===== src/hw/rtl/bblq_pkg.sv =====
// ----------------------------------------------------------------------------
// bblq_pkg
// types and constants shared by the link queue controller, datapath and top
// ----------------------------------------------------------------------------
package bblq_pkg;

  // fixed field widths of the transaction payloads
  localparam int TAG_W    = 16;
  localparam int BYTES_W  = 20;
  localparam int TOTAL_W  = 24;
  localparam int CHUNKS_W = 5;
  localparam int CFG_IDX_W = 2;

  // configuration register indexes and reset values
  localparam logic [CFG_IDX_W-1:0] CFG_CAPACITY  = 2'd0;
  localparam logic [CFG_IDX_W-1:0] CFG_MARK_EN   = 2'd1;
  localparam logic [CFG_IDX_W-1:0] CFG_THRESHOLD = 2'd2;

  localparam logic [TOTAL_W-1:0] CAPACITY_RESET  = 24'd65536;
  localparam logic [TOTAL_W-1:0] THRESHOLD_RESET = 24'd32768;

  typedef enum logic [1:0] {
    OP_ADMIT    = 2'd0,
    OP_COMPLETE = 2'd1,
    OP_DRAIN    = 2'd2,
    OP_NONE     = 2'd3
  } op_t;

  typedef enum logic [2:0] {
    DISP_STARTED        = 3'd0,
    DISP_QUEUED         = 3'd1,
    DISP_DROPPED_FULL   = 3'd2,
    DISP_COMPLETED      = 3'd3,
    DISP_NOTHING_ACTIVE = 3'd4,
    DISP_DRAINED        = 3'd5,
    DISP_DRAIN_EMPTY    = 3'd6,
    DISP_REJECTED_ZERO  = 3'd7
  } disp_t;

  typedef enum logic [1:0] {
    ST_IDLE,
    ST_EXEC,
    ST_DRAIN
  } state_t;

  typedef struct packed {
    logic [TAG_W-1:0]   tag;
    logic [BYTES_W-1:0] bytes;
    logic               mark;
  } chunk_t;

  localparam int CHUNK_W = $bits(chunk_t);

  typedef struct packed {
    op_t                operation;
    logic [TAG_W-1:0]   in_tag;
    logic [BYTES_W-1:0] in_bytes;
    logic               in_marked;
  } in_item_t;

  typedef struct packed {
    disp_t               disposition;
    logic                mark_set;
    logic [TAG_W-1:0]    out_tag;
    logic [BYTES_W-1:0]  out_bytes;
    logic                out_marked;
    logic                next_valid;
    logic [TAG_W-1:0]    next_tag;
    logic [TOTAL_W-1:0]  waiting_bytes_now;
    logic [CHUNKS_W-1:0] waiting_chunks_now;
    logic [TOTAL_W-1:0]  peak_bytes;
    logic [CHUNKS_W-1:0] peak_chunks;
    logic                last;
  } out_item_t;

  // controller to datapath
  typedef struct packed {
    logic load_in;
    logic exec;
    logic drain_step;
    logic emit;
  } ctl_cmd_t;

  // datapath to controller
  typedef struct packed {
    op_t  op;
    logic pending;
    logic drain_last;
  } dp_status_t;

endpackage


===== src/hw/rtl/bblq_ram.sv =====
// ----------------------------------------------------------------------------
// bblq_ram
// generic single write port, single read port ram with registered read
// ----------------------------------------------------------------------------
module bblq_ram #(
  parameter int WIDTH = 37,
  parameter int DEPTH = 16
) (
  input  logic                     clk,
  input  logic                     wr_en,
  input  logic [$clog2(DEPTH)-1:0] wr_addr,
  input  logic [WIDTH-1:0]         wr_data,
  input  logic [$clog2(DEPTH)-1:0] rd_addr,
  output logic [WIDTH-1:0]         rd_data
);

  logic [WIDTH-1:0] mem [DEPTH];

  always_ff @(posedge clk) begin
    if (wr_en) begin
      mem[wr_addr] <= wr_data;
    end
    rd_data <= mem[rd_addr];
  end

endmodule


===== src/hw/rtl/bblq_ctrl.sv =====
// ----------------------------------------------------------------------------
// bblq_ctrl
// sequencer for the link queue: accept, execute, drain and output handshake
// ----------------------------------------------------------------------------
module bblq_ctrl (
  input  logic                 clk,
  input  logic                 rst_n,
  input  logic                 in_valid,
  output logic                 in_stall,
  output logic                 out_valid,
  input  logic                 out_stall,
  input  bblq_pkg::dp_status_t status,
  output bblq_pkg::ctl_cmd_t   cmd
);
  import bblq_pkg::*;

  state_t state_r, state_nxt;
  logic   out_valid_r, out_valid_nxt;
  logic   out_free;

  assign out_free  = !out_valid_r || !out_stall;
  assign out_valid = out_valid_r;

  always_ff @(posedge clk) begin
    if (!rst_n) begin
      state_r     <= ST_IDLE;
      out_valid_r <= 1'b0;
    end else begin
      state_r     <= state_nxt;
      out_valid_r <= out_valid_nxt;
    end
  end

  always_comb begin
    state_nxt = state_r;
    cmd       = '0;
    in_stall  = 1'b1;
    case (state_r)
      ST_IDLE: begin
        in_stall = 1'b0;
        if (in_valid) begin
          cmd.load_in = 1'b1;
          state_nxt   = ST_EXEC;
        end
      end
      ST_EXEC: begin
        if (status.op == OP_NONE) begin
          state_nxt = ST_IDLE;
        end else if (status.op == OP_DRAIN && status.pending) begin
          state_nxt = ST_DRAIN;
        end else if (out_free) begin
          cmd.exec  = 1'b1;
          cmd.emit  = 1'b1;
          state_nxt = ST_IDLE;
        end
      end
      ST_DRAIN: begin
        if (out_free) begin
          cmd.drain_step = 1'b1;
          cmd.emit       = 1'b1;
          if (status.drain_last) begin
            state_nxt = ST_IDLE;
          end
        end
      end
      default: begin
        state_nxt = ST_IDLE;
      end
    endcase
    out_valid_nxt = cmd.emit || (out_valid_r && out_stall);
  end

  // a drain pass only runs while something is left to emit
  assert property (@(posedge clk) disable iff (!rst_n)
    (state_r == ST_DRAIN) |-> status.pending)
    else $error("drain state with empty queue");

  // a pending result is never overwritten
  assert property (@(posedge clk) disable iff (!rst_n)
    (out_valid_r && out_stall) |-> !cmd.emit)
    else $error("result overwritten while stalled");

endmodule


===== src/hw/rtl/bblq_datapath.sv =====
// ----------------------------------------------------------------------------
// bblq_datapath
// queue state, waiting store, admission and marking logic, result register
// ----------------------------------------------------------------------------
module bblq_datapath #(
  parameter int CHUNK_SLOTS = 16
) (
  input  logic                                clk,
  input  logic                                rst_n,
  input  logic                                cfg_we,
  input  logic [bblq_pkg::CFG_IDX_W-1:0]      cfg_index,
  input  logic [bblq_pkg::TOTAL_W-1:0]        cfg_data,
  input  bblq_pkg::in_item_t                  in_data,
  input  bblq_pkg::ctl_cmd_t                  cmd,
  output bblq_pkg::dp_status_t                status,
  output bblq_pkg::out_item_t                 out_data
);
  import bblq_pkg::*;

  localparam int IW = $clog2(CHUNK_SLOTS);
  localparam int CW = $clog2(CHUNK_SLOTS + 1);
  localparam logic [IW-1:0] LAST_IDX = IW'(CHUNK_SLOTS - 1);
  localparam logic [CW-1:0] FULL_CNT = CW'(CHUNK_SLOTS);

  logic [TOTAL_W-1:0] cap_r, thr_r;
  logic               mark_en_r;

  in_item_t  in_r;
  out_item_t out_r, res;

  logic [IW-1:0]      head_r, head_nxt, tail_r, tail_nxt;
  logic [CW-1:0]      count_r, count_nxt, peak_cnt_r, peak_cnt_nxt;
  logic [TOTAL_W-1:0] total_r, total_nxt, peak_bytes_r, peak_bytes_nxt;
  logic               busy_r, busy_nxt;
  chunk_t             server_r, server_nxt;

  logic               ram_we;
  chunk_t             ram_wdata;
  logic [CHUNK_W-1:0] ram_rdata;
  chunk_t             head_chunk;

  logic [TOTAL_W:0]   sum;
  logic [TOTAL_W-1:0] total_new;
  logic               fits, mark_now;

  // configuration registers
  always_ff @(posedge clk) begin
    if (!rst_n) begin
      cap_r     <= CAPACITY_RESET;
      mark_en_r <= 1'b0;
      thr_r     <= THRESHOLD_RESET;
    end else if (cfg_we) begin
      case (cfg_index)
        CFG_CAPACITY:  cap_r     <= cfg_data;
        CFG_MARK_EN:   mark_en_r <= cfg_data[0];
        CFG_THRESHOLD: thr_r     <= cfg_data;
        default:       ;
      endcase
    end
  end

  // transaction and result payload registers
  always_ff @(posedge clk) begin
    if (cmd.load_in) begin
      in_r <= in_data;
    end
    if (cmd.emit) begin
      out_r <= res;
    end
  end

  always_ff @(posedge clk) begin
    if (!rst_n) begin
      head_r       <= '0;
      tail_r       <= '0;
      count_r      <= '0;
      total_r      <= '0;
      peak_bytes_r <= '0;
      peak_cnt_r   <= '0;
      busy_r       <= 1'b0;
      server_r     <= '0;
    end else begin
      head_r       <= head_nxt;
      tail_r       <= tail_nxt;
      count_r      <= count_nxt;
      total_r      <= total_nxt;
      peak_bytes_r <= peak_bytes_nxt;
      peak_cnt_r   <= peak_cnt_nxt;
      busy_r       <= busy_nxt;
      server_r     <= server_nxt;
    end
  end

  // read address follows the next head so the head entry is ready each cycle
  bblq_ram #(
    .WIDTH (CHUNK_W),
    .DEPTH (CHUNK_SLOTS)
  ) u_wait_store (
    .clk     (clk),
    .wr_en   (ram_we),
    .wr_addr (tail_r),
    .wr_data (ram_wdata),
    .rd_addr (head_nxt),
    .rd_data (ram_rdata)
  );

  assign head_chunk = chunk_t'(ram_rdata);

  assign sum       = {1'b0, total_r} + (TOTAL_W + 1)'(in_r.in_bytes);
  assign total_new = sum[TOTAL_W-1:0];
  assign fits      = (count_r < FULL_CNT) && (sum <= {1'b0, cap_r});
  assign mark_now  = mark_en_r && (total_new >= thr_r);

  assign status.op         = in_r.operation;
  assign status.pending    = busy_r || (count_r != '0);
  assign status.drain_last = busy_r ? (count_r == '0) : (count_r == CW'(1));

  always_comb begin
    head_nxt       = head_r;
    tail_nxt       = tail_r;
    count_nxt      = count_r;
    total_nxt      = total_r;
    peak_bytes_nxt = peak_bytes_r;
    peak_cnt_nxt   = peak_cnt_r;
    busy_nxt       = busy_r;
    server_nxt     = server_r;
    ram_we         = 1'b0;
    ram_wdata.tag  = in_r.in_tag;
    ram_wdata.bytes = in_r.in_bytes;
    ram_wdata.mark = in_r.in_marked || mark_now;
    res            = '0;

    if (cmd.exec) begin
      case (in_r.operation)
        OP_ADMIT: begin
          if (in_r.in_bytes == '0) begin
            res.disposition = DISP_REJECTED_ZERO;
          end else if (!busy_r) begin
            server_nxt.tag   = in_r.in_tag;
            server_nxt.bytes = in_r.in_bytes;
            server_nxt.mark  = in_r.in_marked;
            busy_nxt         = 1'b1;
            res.disposition  = DISP_STARTED;
          end else if (!fits) begin
            res.disposition = DISP_DROPPED_FULL;
          end else begin
            ram_we    = 1'b1;
            tail_nxt  = (tail_r == LAST_IDX) ? '0 : tail_r + IW'(1);
            count_nxt = count_r + CW'(1);
            total_nxt = total_new;
            if (total_new > peak_bytes_r) begin
              peak_bytes_nxt = total_new;
            end
            if (count_nxt > peak_cnt_r) begin
              peak_cnt_nxt = count_nxt;
            end
            res.disposition = DISP_QUEUED;
            res.mark_set    = mark_now;
          end
        end
        OP_COMPLETE: begin
          if (!busy_r) begin
            res.disposition = DISP_NOTHING_ACTIVE;
          end else begin
            res.disposition = DISP_COMPLETED;
            res.out_tag     = server_r.tag;
            res.out_bytes   = server_r.bytes;
            res.out_marked  = server_r.mark;
            if (count_r != '0) begin
              head_nxt       = (head_r == LAST_IDX) ? '0 : head_r + IW'(1);
              count_nxt      = count_r - CW'(1);
              total_nxt      = total_r - TOTAL_W'(head_chunk.bytes);
              server_nxt     = head_chunk;
              res.next_valid = 1'b1;
              res.next_tag   = head_chunk.tag;
            end else begin
              busy_nxt = 1'b0;
            end
          end
        end
        OP_DRAIN: begin
          // nothing active or waiting
          res.disposition = DISP_DRAIN_EMPTY;
          head_nxt        = '0;
          tail_nxt        = '0;
          total_nxt       = '0;
          busy_nxt        = 1'b0;
          server_nxt      = '0;
        end
        default: ;
      endcase
      res.waiting_bytes_now  = total_nxt;
      res.waiting_chunks_now = CHUNKS_W'(count_nxt);
      res.last               = 1'b1;
    end else if (cmd.drain_step) begin
      res.disposition = DISP_DRAINED;
      if (busy_r) begin
        res.out_tag    = server_r.tag;
        res.out_bytes  = server_r.bytes;
        res.out_marked = server_r.mark;
        busy_nxt       = 1'b0;
        server_nxt     = '0;
      end else begin
        res.out_tag    = head_chunk.tag;
        res.out_bytes  = head_chunk.bytes;
        res.out_marked = head_chunk.mark;
        head_nxt       = (head_r == LAST_IDX) ? '0 : head_r + IW'(1);
        count_nxt      = count_r - CW'(1);
      end
      if (status.drain_last) begin
        head_nxt   = '0;
        tail_nxt   = '0;
        count_nxt  = '0;
        total_nxt  = '0;
        busy_nxt   = 1'b0;
        server_nxt = '0;
      end
      res.last = status.drain_last;
    end

    res.peak_bytes  = peak_bytes_nxt;
    res.peak_chunks = CHUNKS_W'(peak_cnt_nxt);
  end

  assign out_data = out_r;

  assert property (@(posedge clk) disable iff (!rst_n)
    count_r <= FULL_CNT)
    else $error("waiting count above slot count");

  assert property (@(posedge clk) disable iff (!rst_n)
    (count_r == '0) |-> (total_r == '0) && (head_r == tail_r))
    else $error("empty queue with bytes or misaligned pointers");

  assert property (@(posedge clk) disable iff (!rst_n)
    (count_r == FULL_CNT) |-> (head_r == tail_r))
    else $error("full queue with misaligned pointers");

endmodule


===== src/hw/rtl/byte_budget_link_queue_with_marking_core.sv =====
// ----------------------------------------------------------------------------
// byte_budget_link_queue_with_marking_core
// one-server link queue with byte-budget drop-tail fifo and threshold marking
// ----------------------------------------------------------------------------
// Each input transaction carries one request: admit a chunk, complete service,
// or drain. An admit, a complete and an empty drain are accepted, then executed
// into the result register; an OP_NONE request is accepted and gives no result.
// A drain of n chunks is accepted, then streams one result per cycle while the
// result side does not stall. The head entry is read through the registered
// read port of the waiting store, addressed by the next head pointer.
// A new transaction is accepted while the previous result is still
// waiting in the output register. Results come out in order, each marked with
// last on the final result of its transaction. waiting_chunks_now and
// peak_chunks carry the low five bits of the counts. Configuration writes are
// always ready and are meant to happen while the block is idle. There is no
// clearing pass after reset: store entries are only read once written.
// ----------------------------------------------------------------------------
module byte_budget_link_queue_with_marking_core #(
  parameter int CHUNK_SLOTS = 16
) (
  input  logic                           clk,
  input  logic                           rst_n,
  // request channel
  input  logic                           in_valid,
  output logic                           in_stall,
  input  bblq_pkg::in_item_t             in_data,
  // result channel
  output logic                           out_valid,
  input  logic                           out_stall,
  output bblq_pkg::out_item_t            out_data,
  // configuration write channel
  input  logic                           cfg_valid,
  output logic                           cfg_ready,
  input  logic [bblq_pkg::CFG_IDX_W-1:0] cfg_index,
  input  logic [bblq_pkg::TOTAL_W-1:0]   cfg_data
);
  import bblq_pkg::*;

  ctl_cmd_t   cmd;
  dp_status_t status;

  // register writes complete in the cycle they are offered
  assign cfg_ready = 1'b1;

  // sequencer: accepts a transaction, runs it, streams drain results
  bblq_ctrl u_ctrl (
    .clk       (clk),
    .rst_n     (rst_n),
    .in_valid  (in_valid),
    .in_stall  (in_stall),
    .out_valid (out_valid),
    .out_stall (out_stall),
    .status    (status),
    .cmd       (cmd)
  );

  // queue state, waiting store and result register
  bblq_datapath #(
    .CHUNK_SLOTS (CHUNK_SLOTS)
  ) u_datapath (
    .clk       (clk),
    .rst_n     (rst_n),
    .cfg_we    (cfg_valid && cfg_ready),
    .cfg_index (cfg_index),
    .cfg_data  (cfg_data),
    .in_data   (in_data),
    .cmd       (cmd),
    .status    (status),
    .out_data  (out_data)
  );

endmodule

===== config.mk =====
export PLATFORM = sky130hd
export DESIGN_NAME = byte_budget_link_queue_with_marking_core
export DESIGN_NICKNAME = d
export VERILOG_FILES = /design/src/hw/rtl/bblq_pkg.sv /design/src/hw/rtl/bblq_ram.sv /design/src/hw/rtl/bblq_ctrl.sv /design/src/hw/rtl/bblq_datapath.sv /design/src/hw/rtl/byte_budget_link_queue_with_marking_core.sv
export SDC_FILE = /design/constraint.sdc
export NUM_CORES = 2
export LEC_CHECK = 0
export ABC_AREA = 1
export BUFFER_PORTS_ARGS = -buffer_cell sky130_fd_sc_hd__buf_2
export CORE_UTILIZATION = 45
export DETAILED_ROUTE_END_ITERATION = 16
export HOLD_SLACK_MARGIN = 0.12
export PLACE_DENSITY = 0.71
export SLEW_MARGIN = 0
export SYNTH_ARGS = -nofsm -noshare
export SYNTH_HDL_FRONTEND = slang
export SYNTH_SLANG_ARGS = --single-unit

===== constraint.sdc =====
create_clock -name clk -period 7.35 [get_ports clk]
set_input_delay 0.3675 -clock clk [delete_from_list [all_inputs] [get_ports clk]]
set_output_delay 0.3675 -clock clk [all_outputs]
set_load 0.05 [all_outputs]

==> flow_summary_export.csv <==
group,metric,value,unit
run_status,outcome,"completed",
sta,hold_ws,0.2262,ns
route,drcViolationCount,0,
worst_setup_path,required,7.71,ns
worst_setup_path,crit_chain,"ha_1 > nand2_1 > nor2_1 > nand4_1 > or2_2 > a31oi_1 > nor2_1 > nor2_1 > ha_1 > nand4_1 > nor3_1 > nand3_1 > nand2_2 > nand3_2 > nor3_4 > nand2_1 > nor2_4 > buf_4",
worst_setup_path,crit_top_cell,"nor2_1",
synthesis,syn_inst,4087,
route,routedWlPerCell,20.32,um
clock_tree,holdBufCountCts,73,
global_route,first_global_vias,28970,
pwr,vdd_drop_max,184.9,uV
global_route,antenna_found_initial,4,
floorplanning,die_w,309.1,um
clock_tree,numCtsBuffers,95,
synthesis,ys.flop_type,"edfxtp_1",
global_route,grt_max_degree,207,
synthesis,yosysWarnings,0,
sta,max_clock_freq,0.1634,GHz
synthesis,synthDistinctLibCells,48,
global_route,grtUsageTotal,23.80,%
global_route,grt.overflow.total,0,
clock_tree,clk_latency,0.69,ns
clock_tree,cts_resized,0,
sta,setup-tns-final,0,ns
sta,fin_crit_sh,83.29,%
clock_tree,path_clk_slew,0.06,ns
worst_hold_path,hp-class,"in -> reg",
route,vias_per_cell,5.481,
sta,worstMarginPinSlew,1.206,ns
sta,slew-limit-headroom,19.57,%
clock_tree,htree_levels,3,
clock_tree,cts_tree,"yes",
worst_setup_path,worst_setup_path_end_kind,"flip-flop",
placed_design,routabilityCongestion,0.9427,
clock_tree,clock_path_buffers,3,
clock_tree,ctsRootBufferMaster,"clkbuf_16",
route,firstDrtPassIters,7,
finish,fillCellCount,8128,
synthesis,async_flop_share,0,%
sta,final.setup_skew,0.05734,ns
floorplanning,dieArea,95550,um2
floorplanning,initial_core_util,45.48,%
route,ant_nets,0,
placed_design,port_buffers,188,
finish,final_nets,4513,
worst_setup_path,cp_max_fo,22,
sta,hold_violations,0,
worst_setup_path,arrival,6.48,ns
worst_setup_path,crit_slowest_cell,"edfxtp_1",
route,vias,30930,
synthesis,ys_ff_latch,941,
pwr,leakage,18.63,nW
finish,syn_to_final_growth,14.35,%
worst_setup_path,path_buf_inv,1,
floorplanning,core,93330,um2
route,drt_iter0_drc,3896,
synthesis,syn_area,42440,um2
sta,setup_violations,0,
synthesis,synth_area_per_cell,10.39,um2
worst_setup_path,path_delay_family,"simple AND/OR/NAND/NOR gates",
placed_design,placed_area,44800,um2
placed_design,hpwl,73.88,mm
finish,multiInputGateArea,12880,um2
worst_setup_path,critical_path_class,"reg -> reg",
finish,stdcell_area,48530,um2
sta,rsz0062_at_grt,"false",
clock_tree,clock_sinks,941,
synthesis,synth_edf_count,748,
global_route,grt_pass1_wl,173.3,mm
floorplanning,io_pins,190,
worst_setup_path,crit_path_max_incr_delay,0.79,ns
pwr,powerDensity,249.1,nW/um2
sta,fin_crit,6.122,ns
floorplanning,row_count,112,
clock_tree,post_cts_buffers,0,
route,wl,114.7,mm
sta,drv_slew,0,
synthesis,synth_nets,4291,
finish,drive_gt1_share,10.32,%
floorplanning,fp.dieH,309.1,um
worst_setup_path,cp-start-kind,"flip-flop",
run,maxCapViolCount,0,
finish,final_core_util,52.00,%
finish,seqCellArea,26330,um2
synthesis,synth_seq_area_share,62.02,%
==> final cells by class <==
class                   instances  share of cell area, %
repair buffers                337                  4.878
multi-input cells            2300                  26.54
diodes                          1               0.005156
well taps                    1254                  3.233
flip-flops and latches        941                  54.24
inverters                     634                  4.916
clock buffers                 135                  5.507
clock inverters                42                 0.6780
==> worst register-to-register path: cells and delay by family, from the launching register on <==
family | cells | cell delay, ns
and+or+nand+nor | 14 | 3.59
DFF | 1 | 0.79
AOI/OAI and AO/OA | 1 | 0.21
adders and majority gates | 2 | 0.81
buffers and inverters | 1 | 0.40
==> cell usage after synthesis (14+ instances only) <==
library cell / number / share of area (%)
nand3_1: 360 / 4.2
nand2_1: 761 / 6.7
ha_1: 132 / 3.9
inv_1: 618 / 5.5
clkbuf_1: 72 / 0.64
o21ai_0: 136 / 1.6
dfxtp_1: 193 / 9.1
a22oi_1: 39 / 0.69
nor3_1: 21 / 0.25
buf_2: 112 / 1.3
nand4_1: 17 / 0.25
edfxtp_1: 748 / 53
o211ai_1: 321 / 5.7
o22ai_1: 39 / 0.57
xor2_1: 24 / 0.50
a21oi_1: 239 / 2.8
nor2_1: 124 / 1.1
a211oi_1: 16 / 0.28
buf_1: 14 / 0.12
==> registers in the layout, indices dropped and copies added, names as in the netlist, 4 cells and up <==
| signal | count |
|---|---|
| u_datapath.count_r | 5 |
| u_datapath.u_wait_store.rd_data | 37 |
| u_datapath.cap_r | 24 |
| u_datapath.head_r | 4 |
| u_datapath.in_r | 37 |
| u_datapath.total_r | 24 |
| u_datapath.server_r | 37 |
| u_datapath.thr_r | 24 |
| u_datapath.out_data | 117 |
| u_datapath.peak_bytes_r | 24 |
| u_datapath.tail_r | 4 |
| u_datapath.u_wait_store.mem | 592 |
| u_datapath.peak_cnt_r | 5 |
==> final timing paths <==
check                                    startpoint                                            end  slack (ns)  cells after the start
setup / recovery      u_datapath.in_r[18]$_DFFE_PP_  u_datapath.u_wait_store.mem[10][32]$_DFFE_PP_        1.23                     18
hold / removal                             in_valid                 u_ctrl.state_r[1]$_SDFFE_PN0P_        0.23                      5
setup reg to reg      u_datapath.in_r[18]$_DFFE_PP_  u_datapath.u_wait_store.mem[10][32]$_DFFE_PP_        1.23                     18
hold reg to reg   u_datapath.cap_r[23]$_SDFFE_PN0P_              u_datapath.cap_r[23]$_SDFFE_PN0P_        0.46                      2
==> stage by stage <==
| stage | instances | total power (W) | setup WS (ns) |
|---|---|---|---|
| final | 5644 | 0.01209 | 1.228 |
| after global routing | 5644 | 0.01251 | 0.8233 |
| after CTS | 5643 | 0.01213 | 1.314 |
| after detailed placement | 5393 | 0.007476 | 1.360 |
| after global placement | 5393 | 0.007454 | 1.437 |
| after floorplan | 4087 | 0.007020 | 0.6232 |
==> layer usage <==
| metal | up-vias | share of wire [%] | global-route usage [%] |
|---|---|---|---|
| met1 | 14720 | 42 | 33.46 |
| li1 | 14610 | - | - |
| met2 | 1414 | 46 | 37.41 |
| met5 | - | 0 | 0 |
| met3 | 191 | 9.3 | 4.460 |
| met4 | 0 | 2.6 | 7.115 |
==> cell usage in the layout, fill, tap and decap left out, drive strengths merged, types with 135 or more instances in the layout <==
master,instances
a21oi,239
buf,264
clkbuf,135
dfxtp,193
edfxtp,748
inv,628
nand2,766
nand3,361
o211ai,322
o21ai,140
==> report_power, final <==
| part | internal, W | total, W | switching (W) |
|---|---|---|---|
| Sequential | 0.00588 | 0.00600 | 0.000118 |
| Clock | 0.00259 | 0.00467 | 0.00208 |
| Combinational | 0.000409 | 0.00143 | 0.00102 |
| Total | 0.00888 | 0.0121 | 0.00322 |
==> cells by family (layout without fill, tap and decap cells) <==
| kind of cell | after synthesis | after routing | synth area share [%] |
|---|---|---|---|
| buffers and inverters | 846 | 1148 | 7.989 |
| other | 1 | 2 | 0.008835 |
| AND/OR/NAND/NOR | 1306 | 1306 | 13.01 |
| XOR/XNOR | 33 | 33 | 0.6810 |
| flip-flops | 941 | 941 | 62.02 |
| AO/OA/AOI/OAI | 826 | 826 | 12.30 |
| adder cells (fa/ha/maj) | 134 | 134 | 3.985 |
Power figures use the tool's default switching activity.
